### src/rtl/qau_pkg.sv
// shared types, constants and helpers of the quaternion arithmetic unit
package qau_pkg;

  localparam int CompW    = 16;
  localparam int FracBits = 14;
  localparam int Comps    = 4;
  localparam int NormW    = 2 * CompW + 1;
  localparam int ProdW    = 2 * CompW;
  localparam int SumW     = ProdW + 2;
  localparam int ShW      = SumW - FracBits;
  localparam int RootW    = CompW + 1;
  localparam int SqRemW   = RootW + 1;
  localparam int QuoW     = FracBits + 1;

  typedef enum logic [2:0] {
    CMD_ADD  = 3'd0,
    CMD_SUB  = 3'd1,
    CMD_MUL  = 3'd2,
    CMD_NORM = 3'd3,
    CMD_UNIT = 3'd4
  } qau_cmd_t;

  // operand selection and signs of the hamilton product, one row per component
  localparam logic [1:0] IDX_A [Comps][Comps] = '{
    '{2'd0, 2'd1, 2'd2, 2'd3},
    '{2'd1, 2'd0, 2'd2, 2'd3},
    '{2'd0, 2'd1, 2'd2, 2'd3},
    '{2'd0, 2'd1, 2'd2, 2'd3}
  };
  localparam logic [1:0] IDX_B [Comps][Comps] = '{
    '{2'd0, 2'd1, 2'd2, 2'd3},
    '{2'd0, 2'd1, 2'd3, 2'd2},
    '{2'd2, 2'd3, 2'd0, 2'd1},
    '{2'd3, 2'd2, 2'd1, 2'd0}
  };
  localparam logic NEG [Comps][Comps] = '{
    '{1'b0, 1'b1, 1'b1, 1'b1},
    '{1'b0, 1'b0, 1'b0, 1'b1},
    '{1'b0, 1'b1, 1'b0, 1'b0},
    '{1'b0, 1'b0, 1'b1, 1'b0}
  };

  // one item as it travels down the root and divide stages
  typedef struct packed {
    qau_cmd_t                               cmd;
    logic [Comps-1:0][CompW-1:0]            res;
    logic [NormW-1:0]                       nsq;
    logic                                   ovf;
    logic [Comps-1:0]                       neg;
    logic [NormW:0]                         sq_src;
    logic [SqRemW-1:0]                      sq_rem;
    logic [RootW-1:0]                       root;
    logic [Comps-1:0][RootW-1:0]            dv_rem;
    logic [Comps-1:0][FracBits:0]           dv_src;
    logic [Comps-1:0][QuoW-1:0]             quo;
  } qau_pipe_t;

  // clamp a wide signed value to the component range, top bit flags a clamp
  function automatic logic [CompW:0] sat(input logic signed [ShW-1:0] v);
    logic signed [ShW-1:0] hi;
    logic signed [ShW-1:0] lo;
    hi = ShW'((1 << (CompW - 1)) - 1);
    lo = -hi - ShW'(1);
    if (v > hi) begin
      sat = {1'b1, hi[CompW-1:0]};
    end else if (v < lo) begin
      sat = {1'b1, lo[CompW-1:0]};
    end else begin
      sat = {1'b0, v[CompW-1:0]};
    end
  endfunction

endpackage

### src/rtl/qau_sqrt_step.sv
// one digit of the square root: two bits of the squared norm in, one root bit out
module qau_sqrt_step (
  input  qau_pkg::qau_pipe_t d,
  output qau_pkg::qau_pipe_t q
);

  logic [qau_pkg::SqRemW+1:0] rem_n;
  logic [qau_pkg::SqRemW+1:0] trial;
  logic                       ge;

  // trial subtraction of 4r+1
  always_comb begin
    rem_n = {d.sq_rem, d.sq_src[qau_pkg::NormW:qau_pkg::NormW-1]};
    trial = {1'b0, d.root, 2'b01};
    ge    = rem_n >= trial;
    q        = d;
    q.sq_src = {d.sq_src[qau_pkg::NormW-2:0], 2'b00};
    q.root   = {d.root[qau_pkg::RootW-2:0], ge};
    if (ge) begin
      q.sq_rem = qau_pkg::SqRemW'(rem_n - trial);
    end else begin
      q.sq_rem = rem_n[qau_pkg::SqRemW-1:0];
    end
  end

endmodule

### config.mk
export PLATFORM = sky130hd
export DESIGN_NAME = qau_sqrt_step
export DESIGN_NICKNAME = d
export VERILOG_FILES = /design/src/rtl/qau_pkg.sv /design/src/rtl/qau_sqrt_step.sv
export SDC_FILE = /design/constraint.sdc
export NUM_CORES = 1
export LEC_CHECK = 0
export ABC_CLOCK_PERIOD_IN_PS = 2600
export BUFFER_PORTS_ARGS = -buffer_cell sky130_fd_sc_hd__buf_2
export CELL_PAD_IN_SITES_DETAIL_PLACEMENT = 1
export CELL_PAD_IN_SITES_GLOBAL_PLACEMENT = 2
export CORE_AREA = 2 2 282 284
export DETAILED_ROUTE_END_ITERATION = 16
export DIE_AREA = 0 0 284 286
export PLACE_DENSITY = 0.46
export REMOVE_ABC_BUFFERS = 1
export SYNTH_ARGS = -nofsm -noshare
export SYNTH_HDL_FRONTEND = slang
export SYNTH_SLANG_ARGS = --single-unit
### constraint.sdc
create_clock -name vclk -period 2.6
set_clock_uncertainty 0.2 [all_clocks]
set_input_delay 0.26 -clock vclk [all_inputs]
set_output_delay 0.26 -clock vclk [all_outputs]
set_load 0.05 [all_outputs]
After elaboration in Yosys (flattened, before gate mapping)
Cells that the tools add are included.
{ "totals": {"regBits": 0, "latchBits": 0, "ram_bits": 0, "mem_bits_ro": 0, "in_bits": 362, "wordCells": 3, "memories": 0} }
{ "op_classes": {"addsub": 1, "n_mul": 0, "div": 0, "magnitude_cmp": 1, "n_eq_ne": 0, "shifts": 0, "mux": 1, "bitwise_logic": 0, "n_reduce_logical": 0} }
{ "op_table": {"columns": ["op", "n"], "rows": [
  ["20-bit by 19-bit >= comparator with 1-bit output", 1],
  ["18-bit two-way mux", 1],
  ["18-bit subtractor", 1]
]} }

Logic depth before layout (Yosys ltp)
{ "depth": {"depth_word": 2, "depth_mapped": 12, "depth_no_buf": 8} }

Least setup slack after synthesis
Ideal clock, no wire load.
{ "synth_path": {"kind": "input to output", "from": "input d[197] (netlist bit)", "to": "output q[220] (netlist bit)", "t_arrival_ns": 3.052, "path_slack_ns": -0.912, "stages": 11, "path_cell_list": "inv_1 ha_1 buf_2 nand4_2 nor3_2 a41oi_1 o2111a_2 or2_1 buf_6 buf_12 o31ai_1"} }
{ "synth_lines": {"columns": ["element", "line_no", "source"], "rows": [
  ["from (decl)", "qau_sqrt_step.sv:3", "input qau_pkg::qau_pipe_t d,"],
  ["to (decl)", "qau_sqrt_step.sv:4", "output qau_pkg::qau_pipe_t q"]
]} }

==> reports/qor.txt <==
First-pass DRT Iterations - 4
Global Route met3 Usage - 0.484
Core Area - 0.0784 mm²
Crit end category - primary output
Wire length per cell - 95.0 µm
I/O Pins - 724
PwrDens - 322 mW/mm²
CLK BUF - 0
Maximum fanout along the worst path - 7
Sequential cell area fraction in the yosys report - 0
Maximum VDD drop - 0.0672 mV
Largest net degree at the start of global routing - 9
Setup total negative slack - -3.19 ns
Row cnt - 103
CTS hold repair buffers - 0
Met1 Resource Use GR - 0.0546
Routing usage on met2 - 0.560
Cell Area, Placed - 0.00351 mm²
Failing checks - setup timing
Outcome - finished, violations left
Total Die Area - 0.0812 mm²
Total Routed Length - 129 mm
Synth warn - 0
DRT iter0 DRCs - 390
Starting Density - 0.0488
Dpl hpwl - 127 mm
Leak - 1.35 nW
Via count - 3,549
Yosys cell types - 45
Initial antenna violation count - 19
Seq_cells - 0
DRC viols - 0
RD Place Congestion - 1.44
WP data arrival - 2.40 ns
Synth top area cells - buf_4 (67%), ha_1 (6.2%), mux2_2 (2.6%), inv_1 (2.2%), a21oi_1 (2.1%)
Busiest grt layer - met2
Fill cell total of the finished layout - 9,464
Synth-to-layout area growth - 6.05%
Fmax achieved - 350 MHz
Setup Viol. Count Final - 18
Yosys top cell by area - buf_4
Post-Synthesis Cells - 517
Mapped Area - 0.00383 mm²
Crit share post-route - 1.10
DP Worst Slack - -0.619 ns
Post-route cell area - 0.00406 mm²
Fin. Hold Viols - 0
Count of pins over their slew limit - 0
Mean post-synth cell area - 7.40 µm²
Die X - 284 µm
Die height - 286 µm
Total track usage - 0.308
WS Path Type - input port to primary output
Share of layout cells above drive strength 1 - 0.645
Fin Hold WS - 0.322 ns
Vias per inst - 2.61
Grt ovf - 0
Vias in the first global route - 2,938
Final WS setup - -0.259 ns
Register share of total power - 0
Switching Fraction - 0.555
Port bufs - 72
CP Data Required Time - 2.14 ns
Int Pwr - 0.582 mW
RSZ-0062 raised after global routing - yes
Critical Path Source Type - input port
Post-detailed-route count of antenna-violating nets - 0
Storage element area - 0 µm²
Comb pwr share - 1.000
First-pass GRT wire length - 137 mm
Post-Route Utilization - 0.0518
Clk pwr share - 0
Layout net count - 693
Worst min path class - input port to primary output
Minimum clock period - 2.86 ns
Max-Cap Viols - 0
Top cell type's share of synthesized area - 0.675
Switch Pwr - 0.726 mW
[placed cells by master (no fill, tap or decap), types with 2 or more instances in the layout]
| cell type | n |
|---|---|
| a21o_1 | 3 |
| a21oi_1 | 11 |
| a21oi_2 | 5 |
| a31oi_1 | 2 |
| buf_12 | 14 |
| buf_2 | 49 |
| buf_4 | 64 |
| buf_6 | 9 |
| buf_8 | 3 |
| conb_1 | 2 |
| diode_2 | 2 |
| ha_1 | 4 |
| ha_4 | 14 |
| inv_1 | 16 |
| inv_2 | 5 |
| mux2_2 | 4 |
| mux2_4 | 8 |
| nand2_1 | 9 |
| nand2_2 | 2 |
| nand2b_1 | 3 |
| nand3_1 | 4 |
| nor2_1 | 7 |
| nor2b_1 | 3 |
| nor3_1 | 5 |
| o211ai_1 | 4 |
| o21a_1 | 4 |
| o21ai_0 | 11 |
| o21ai_1 | 3 |
| o21ai_2 | 2 |
| o31ai_4 | 3 |
| xnor2_1 | 6 |
| xor2_1 | 5 |
[cells by family after synthesis]
| group | Yosys count | synth area share |
|---|---|---|
| xor gates and xnor gates | 12 | 0.0275 |
| buffers and inverters | 370 | 0.707 |
| other | 1 | 0.000980 |
| muxes | 13 | 0.0409 |
| and+or+nand+nor | 45 | 0.0624 |
| adders and majority gates | 19 | 0.0621 |
| AOI/OAI and AO/OA | 57 | 0.0991 |
[timing repair]
| item | in CTS | in global routing |
|---|---|---|
| gates cloned | 1 | 0 |
| pin swaps | 21 | 5 |
| setup buffers | 4 | 1 |
| gates resized for setup | 81 | 13 |
| endpoints found under the setup margin | 19 | 19 |
[power groups by stage]
stage / sequential (mW) / clock [mW] / combinational, mW
after floorplan: 0 / 0 / 0.516
after global placement: 0 / 0 / 1.08
after detailed placement: 0 / 0 / 1.09
after CTS: 0 / 0 / 1.29
after global routing: 0 / 0.0000000514 / 1.38
final: 0 / 0.000000103 / 1.31
[critical path, stage by stage]
cell      delay [ns]
buf_2           0.14
ha_4            0.30
buf_4           0.11
nand2_1         0.07
nor3_2          0.21
a41oi_2         0.11
o2111a_2        0.17
or2_4           0.30
buf_12          0.18
o31ai_4         0.24
buf_4           0.16
buf_12          0.13
[per-stage QoR]
step	power, mW	std cells
2_1_floorplan	0.516	170
3_3_place_gp	1.08	1354
3_5_place_dp	1.09	1354
4_1_cts	1.29	1359
5_1_grt	1.38	1361
6_report	1.31	1362
[cell type report]
type,count,area (µm²),share of cell area
Multi-Input combinational cell,148,1480,0.363
Tap cell,1050,1310,0.324
Timing Repair Buffer,140,1180,0.291
Inverter,22,85.1,0.0210
Antenna cell,2,5.00,0.00123
[path summary, 6_finish.rpt]
check | start | to | slack (ns) | cells past startpoint
worst max-delay path | d[205] | q[222] | -0.26 | 12
worst min-delay path | d[77] | q[77] | 0.32 | 0
[per-layer routing]
metal	part of all wire	vias to the layer above
met4	0.086	48
met2	0.50	1161
met5	0.015	-
met3	0.32	172
li1	-	903
met1	0.074	1265
[synthesized netlist by cell type, types with 2 or more instances]
| master | number |
|---|---|
| a21oi_1 | 16 |
| o211ai_1 | 4 |
| xor2_1 | 5 |
| o21a_1 | 4 |
| buf_4 | 344 |
| inv_1 | 22 |
| nand3_1 | 4 |
| ha_1 | 19 |
| a211oi_1 | 2 |
| a31oi_1 | 2 |
| nand2_1 | 11 |
| nor2b_1 | 3 |
| nand2b_1 | 4 |
| a21o_1 | 3 |
| mux2_4 | 3 |
| xnor2_1 | 7 |
| nor2_1 | 8 |
| o21ai_0 | 15 |
| o31ai_1 | 3 |
| mux2_2 | 9 |
| nor3_1 | 5 |
(Power assumes the default switching activity.)
