===== src/rtl/qau_pkg.sv =====
// shared types, constants and helpers of the quaternion arithmetic unit
package qau_pkg;

  localparam int CompW    = 16;
  localparam int FracBits = 14;
  localparam int Comps    = 4;
  localparam int NormW    = 2 * CompW + 1;
  localparam int ProdW    = 2 * CompW;
  localparam int SumW     = ProdW + 2;
  localparam int ShW      = SumW - FracBits;
  localparam int RootW    = CompW + 1;
  localparam int SqRemW   = RootW + 1;
  localparam int QuoW     = FracBits + 1;

  typedef enum logic [2:0] {
    CMD_ADD  = 3'd0,
    CMD_SUB  = 3'd1,
    CMD_MUL  = 3'd2,
    CMD_NORM = 3'd3,
    CMD_UNIT = 3'd4
  } qau_cmd_t;

  // operand selection and signs of the hamilton product, one row per component
  localparam logic [1:0] IDX_A [Comps][Comps] = '{
    '{2'd0, 2'd1, 2'd2, 2'd3},
    '{2'd1, 2'd0, 2'd2, 2'd3},
    '{2'd0, 2'd1, 2'd2, 2'd3},
    '{2'd0, 2'd1, 2'd2, 2'd3}
  };
  localparam logic [1:0] IDX_B [Comps][Comps] = '{
    '{2'd0, 2'd1, 2'd2, 2'd3},
    '{2'd0, 2'd1, 2'd3, 2'd2},
    '{2'd2, 2'd3, 2'd0, 2'd1},
    '{2'd3, 2'd2, 2'd1, 2'd0}
  };
  localparam logic NEG [Comps][Comps] = '{
    '{1'b0, 1'b1, 1'b1, 1'b1},
    '{1'b0, 1'b0, 1'b0, 1'b1},
    '{1'b0, 1'b1, 1'b0, 1'b0},
    '{1'b0, 1'b0, 1'b1, 1'b0}
  };

  // one item as it travels down the root and divide stages
  typedef struct packed {
    qau_cmd_t                               cmd;
    logic [Comps-1:0][CompW-1:0]            res;
    logic [NormW-1:0]                       nsq;
    logic                                   ovf;
    logic [Comps-1:0]                       neg;
    logic [NormW:0]                         sq_src;
    logic [SqRemW-1:0]                      sq_rem;
    logic [RootW-1:0]                       root;
    logic [Comps-1:0][RootW-1:0]            dv_rem;
    logic [Comps-1:0][FracBits:0]           dv_src;
    logic [Comps-1:0][QuoW-1:0]             quo;
  } qau_pipe_t;

  // clamp a wide signed value to the component range, top bit flags a clamp
  function automatic logic [CompW:0] sat(input logic signed [ShW-1:0] v);
    logic signed [ShW-1:0] hi;
    logic signed [ShW-1:0] lo;
    hi = ShW'((1 << (CompW - 1)) - 1);
    lo = -hi - ShW'(1);
    if (v > hi) begin
      sat = {1'b1, hi[CompW-1:0]};
    end else if (v < lo) begin
      sat = {1'b1, lo[CompW-1:0]};
    end else begin
      sat = {1'b0, v[CompW-1:0]};
    end
  endfunction

endpackage


===== src/rtl/qau_div_step.sv =====
// one quotient bit of the four component divisions by the root
module qau_div_step (
  input  qau_pkg::qau_pipe_t d,
  output qau_pkg::qau_pipe_t q
);

  logic [qau_pkg::RootW:0] rem_n;
  logic                    ge;

  // restoring step per lane, all lanes share the divisor
  always_comb begin
    q     = d;
    rem_n = '0;
    ge    = 1'b0;
    for (int i = 0; i < qau_pkg::Comps; i++) begin
      rem_n       = {d.dv_rem[i], d.dv_src[i][qau_pkg::FracBits]};
      ge          = rem_n >= {1'b0, d.root};
      q.dv_src[i] = {d.dv_src[i][qau_pkg::FracBits-1:0], 1'b0};
      q.quo[i]    = {d.quo[i][qau_pkg::QuoW-2:0], ge};
      if (ge) begin
        q.dv_rem[i] = qau_pkg::RootW'(rem_n - {1'b0, d.root});
      end else begin
        q.dv_rem[i] = rem_n[qau_pkg::RootW-1:0];
      end
    end
  end

endmodule


===== config.mk =====
export PLATFORM = sky130hd
export DESIGN_NAME = qau_div_step
export DESIGN_NICKNAME = d
export VERILOG_FILES = /design/src/rtl/qau_pkg.sv /design/src/rtl/qau_div_step.sv
export SDC_FILE = /design/constraint.sdc
export NUM_CORES = 1
export LEC_CHECK = 0
export BUFFER_PORTS_ARGS = -buffer_cell sky130_fd_sc_hd__buf_2
export CAP_MARGIN = 15
export CELL_PAD_IN_SITES_DETAIL_PLACEMENT = 0
export CELL_PAD_IN_SITES_GLOBAL_PLACEMENT = 1
export CORE_AREA = 2 2 282 284
export DETAILED_ROUTE_END_ITERATION = 8
export DIE_AREA = 0 0 284 286
export MAX_ROUTING_LAYER = met4
export PLACE_DENSITY_LB_ADDON = 0.1
export SLEW_MARGIN = 10
export SYNTH_ARGS = -nofsm -noshare
export SYNTH_HDL_FRONTEND = slang
export SYNTH_SLANG_ARGS = --single-unit

===== constraint.sdc =====
create_clock -name vclk -period 2.85
set_input_delay 0.1425 -clock vclk [all_inputs]
set_output_delay 0.1425 -clock vclk [all_outputs]
set_load 0.02 [all_outputs]

==> results.md, run 1 <==
- Status: aborted with a tool error
- Last stage: detailed routing
- Run Error: [ERROR DRT-0255] Maze Route cannot find path of net d[88] in worker of routeBox ( 241500 96600 ) ( 284000 144900 ).
- Die H: 286 µm
- Gpl congestion: 0.6879
- Total GRT Usage: 8.309%
- Synth warnings: 0
- Vias in the first global route: 6300
- Post-synthesis cell area: 0.006266 mm²
- Post-DP HPWL: 30240 µm
- Die width: 284 µm
- First-pass GRT wire length: 47350 µm
- Initial antenna violation count: 1
- Initial Util: 7.997%
- Port bufs: 178
- Synth area leader: buf_4
- Register area share after synthesis: 0%
- Worst EP post-GRT repair: q[151]
- Syn Inst Count: 823
- Synth top area share: 35.10%
- Post-CTS Hold Fix Bufs: 0
- Worst_ep kind: output port
- GRT overflow: 0
- Num rows: 103
- IO Count: 724
- Largest cells by area after synthesis: buf_4 35%, ha_1 14%, mux2_2 9.0%
- Largest net degree at the start of global routing: 13
- Syn Area/Cell: 7.614 µm²
- Yosys cell types: 61
synthesized netlist by cell type (all sizes together) (3+ instances only):
cell type and n:
fa 4, xor2 21, a211oi 3, and3 5, o31a 4, buf 296
o21bai 5, a21oi 53, nand2 27, nor2b 11, o21a 12, nor3 6
o211ai 4, or2 5, nand3 10, a31oi 6, mux2 58, nand3b 3
inv 38, o31ai 4, mux2i 6, a211o 5, ha 68, xnor2 31
nand4 6, nand2b 7, and2 7, o21ai 35, nor2 38, a21o 16
per-layer routing:
layer  global-route usage [%]
met5                        -
met3                    1.651
met1                    9.313
met4                    3.211
met2                    14.50
cells by family after synthesis:
| logic type | share of synthesized area, % |
|---|---|
| fa+ha+maj | 14.86 |
| buf+inv | 37.84 |
| mux | 11.80 |
| other cells | 0.05985 |
| compound gates | 17.67 |
| xor+xnor | 7.268 |
| simple gates | 10.50 |
per-stage QoR:
stage	TNS [ns]	instance area, µm²	std cells	hold slack [ns]	worst slack [ns]
after CTS	-1.618	8681	1971	0.2851	-0.1131
after global placement	-25.55	7969	1954	0.2851	-0.8332
after detailed placement	-27.42	7969	1954	0.2851	-0.7698
after global routing	-2.042	9310	1982	0.2850	-0.1209
after floorplan	0	6277	826	0.3976	0.1077
timing repair:
item | in CTS | in global routing
resized for setup | 127 | 161
pin swaps | 18 | 11
buffers inserted | 15 | 13
endpoints found under the setup margin | 72 | 68
cloned | 3 | 2
==> run 2, diff against run 1 <==
CELL_PAD_IN_SITES_DETAIL_PLACEMENT = default   (was 0)
CELL_PAD_IN_SITES_GLOBAL_PLACEMENT = default   (was 1)
CORE_AREA = 2 2 280 282   (was 2 2 282 284)
DIE_AREA = 0 0 282 284   (was 0 0 284 286)
MAX_ROUTING_LAYER = default   (was met4)
PLACE_DENSITY_LB_ADDON = 0.15   (was 0.1)
==> results.md, run 2 <==
- Most common cell after layout, fill and taps aside: buf_4
- Net switching power of the design: 1.293 mW
- Commonest non-fill, non-tap cells in the layout: 173 x buf_4, 130 x buf_2, 60 x ha_1, 52 x buf_6, 43 x a21oi_1
- DR top layer: met5
- Clock network fraction of design power: 0%
- Post-DP HPWL: 30480 µm (+0.81%)
- Die width: 282 µm (-0.70%)
- DRT Wirelength: 34670 µm
- DR WL/cell: 17.81 µm
- MaxCap Viol Count: 0
- Largest cells by area after synthesis: buf_4 35%, ha_1 14%, mux2_2 9.0%
- Final Util: 11.41%
- Die H: 284 µm (-0.70%)
- Layout cells sized above 1: 55.63%
- Synth warnings: 0 (unchanged)
- Fillers: 8957
- Post-synthesis cell area: 0.006266 mm² (unchanged)
- Drt initial violations: 108
- PD cells: 295.6 mW/mm²
- Seq pwr share: 0%
- Critical path endpoint: q[142]
- Routed via count: 5756
- Placement Setup Slack: -0.6258 ns (+0.1440 ns)
- CP Capture Type: output pin
- Syn Inst Count: 823 (unchanged)
- Die footprint: 0.08009 mm²
- Clock buf count: 0
- Final worst path period share: 104.7%
- Final ANT Viol Nets: 0
- Sequential cells: 0
- DR WL met3: 2943 µm
- GRT overflow: 0 (unchanged)
- Port bufs: 178 (unchanged)
- Worst endpoint data arrival time: 2.84 ns
- Fmax: 0.3350 GHz
- Final Slew Violations: 0
- Largest net degree at the start of global routing: 19 (+6)
- Req. time, crit path: 2.71 ns
- Initial antenna violation count: 4 (+3)
- Initial Util: 8.142% (+0.15 points)
- Internal power: 1.302 mW
- M1 wire length: 14880 µm
- Total core area: 0.07696 mm²
- FF/Latch Area: 0 µm²
- Synth top cells by count: 293 x buf_4, 68 x ha_1, 52 x a21oi_1
- First-pass GRT wire length: 46920 µm (-0.90%)
- Num rows: 102 (-0.97%)
- Peak VDD IR: 0.09805 mV
- Register area share after synthesis: 0% (unchanged)
- Synth top area share: 35.10% (unchanged)
- Final hold vios: 0
- Gpl congestion: 0.7428 (+8.0%)
- IO Count: 724 (unchanged)
- Crit-path max FO: 18
- Vias in the first global route: 6325 (+0.40%)
- Comb power frac: 100.0%
- Yosys cell types: 61 (unchanged)
- Critical Path Start Type: primary input
- DR DRC count: 0
- Drt pass-1 iters: 4
- Syn Area/Cell: 7.614 µm² (unchanged)
- Synth area leader: buf_4
- Met2 wire length: 14780 µm
- Sw Ratio: 49.83%
- Syn-to-layout area delta: 40.12%
- Most common cell in the netlist: buf_4
- RSZ-0062 raised after global routing: yes
- Hold Path Class: primary input to output pin
- Status: complete, but fails checks
- Failing checks: negative setup slack
- LEAKAGE: 3.871 nW
- Critical path class: primary input to output pin
- Tmin final: 2.985 ns
- CP startpoint: d[89]
- Nets@finish: 1342
- Final number of setup-violating endpoints: 16
- Setup ws final: -0.1354 ns
- Via/cell ratio: 2.956
- Total GRT Usage: 8.203% (-0.11 points)
## run 2: cell counts after synthesis
No cell type changed its count.
## run 2: worst max-delay path, cell delays in order
cell and delay (ns):
buf_6 0.10, clkinvlp_4 0.12, ha_4 0.18, inv_2 0.04, fa_2 0.33, a21o_1 0.19
a221oi_2 0.29, buf_4 0.17, o21bai_1 0.08, a21o_1 0.21, o21ai_2 0.18, a41oi_4 0.15
buf_12 0.19, mux2_2 0.29, buf_4 0.16
## run 2: area by class of cell
cell class | instances | area, µm² | area share [%]
repair buffers | 378 | 2995 | 34.12
well taps | 1040 | 1301 | 14.82
multi-input cells | 490 | 4319 | 49.19
diodes | 1 | 2.502 | 0.02850
inverters | 38 | 161.4 | 1.838
## run 2: power by group through the flow
stage,registers (mW),clock network (mW),logic [mW]
2_1_floorplan,0,0,1.77
3_3_place_gp,0,0,2.23
3_5_place_dp,0,0,2.21
4_1_cts,0,0,2.57
5_1_grt,0,0,2.83
6_report,0,0.0000000373,2.60
## run 2: cells by family after synthesis
| family | count (synthesis) | synth area share [%] |
|---|---|---|
| simple gates | 131 | 10.50 |
| buf+inv | 336 | 37.84 |
| xor+xnor | 52 | 7.268 |
| compound gates | 167 | 17.67 |
| mux | 64 | 11.80 |
| fa+ha+maj | 72 | 14.86 |
| other cells | 1 | 0.05985 |
## run 2: what timing repair did
action	4_1_cts	5_1_grt
endpoints found under the hold margin	0	0
buffers inserted	15	7
resized for setup	148	69
endpoints found under the setup margin	69	68
cloned	4	1
pin swaps	21	24
hold buffers	0	0
## run 2: metal layers
layer	up-vias	global-route usage (%)
met1	2560	10.28
met3	130	2.322
met2	333	12.71
met4	2	4.056
met5	-	0.4274
li1	2731	-
## run 2: worst min-delay path by stage
stage | start | to | cells after the start
floorplan | d[99] | q[100] | 1
global placement | d[111] | q[112] | 0
detailed placement | d[111] | q[112] | 0
CTS | d[111] | q[112] | 0
global route | d[305] | q[305] | 0
finish | d[15] | q[16] | 0
## run 2: stage by stage
step           TNS, ns  power, mW  hold slack, ns  cells  cell area, µm²
2_1_floorplan        0      1.767          0.3976    826            6277
3_3_place_gp    -22.59      2.227          0.2851   1921            7734
3_5_place_dp    -21.18      2.212          0.2851   1921            7734
4_1_cts         -4.479      2.566          0.2851   1940            8527
5_1_grt         -5.458      2.827          0.2850   1946            8777
6_report        -1.823      2.595          0.2850   1947            8780
No activity file was read; power rests on OpenSTA's default activity.
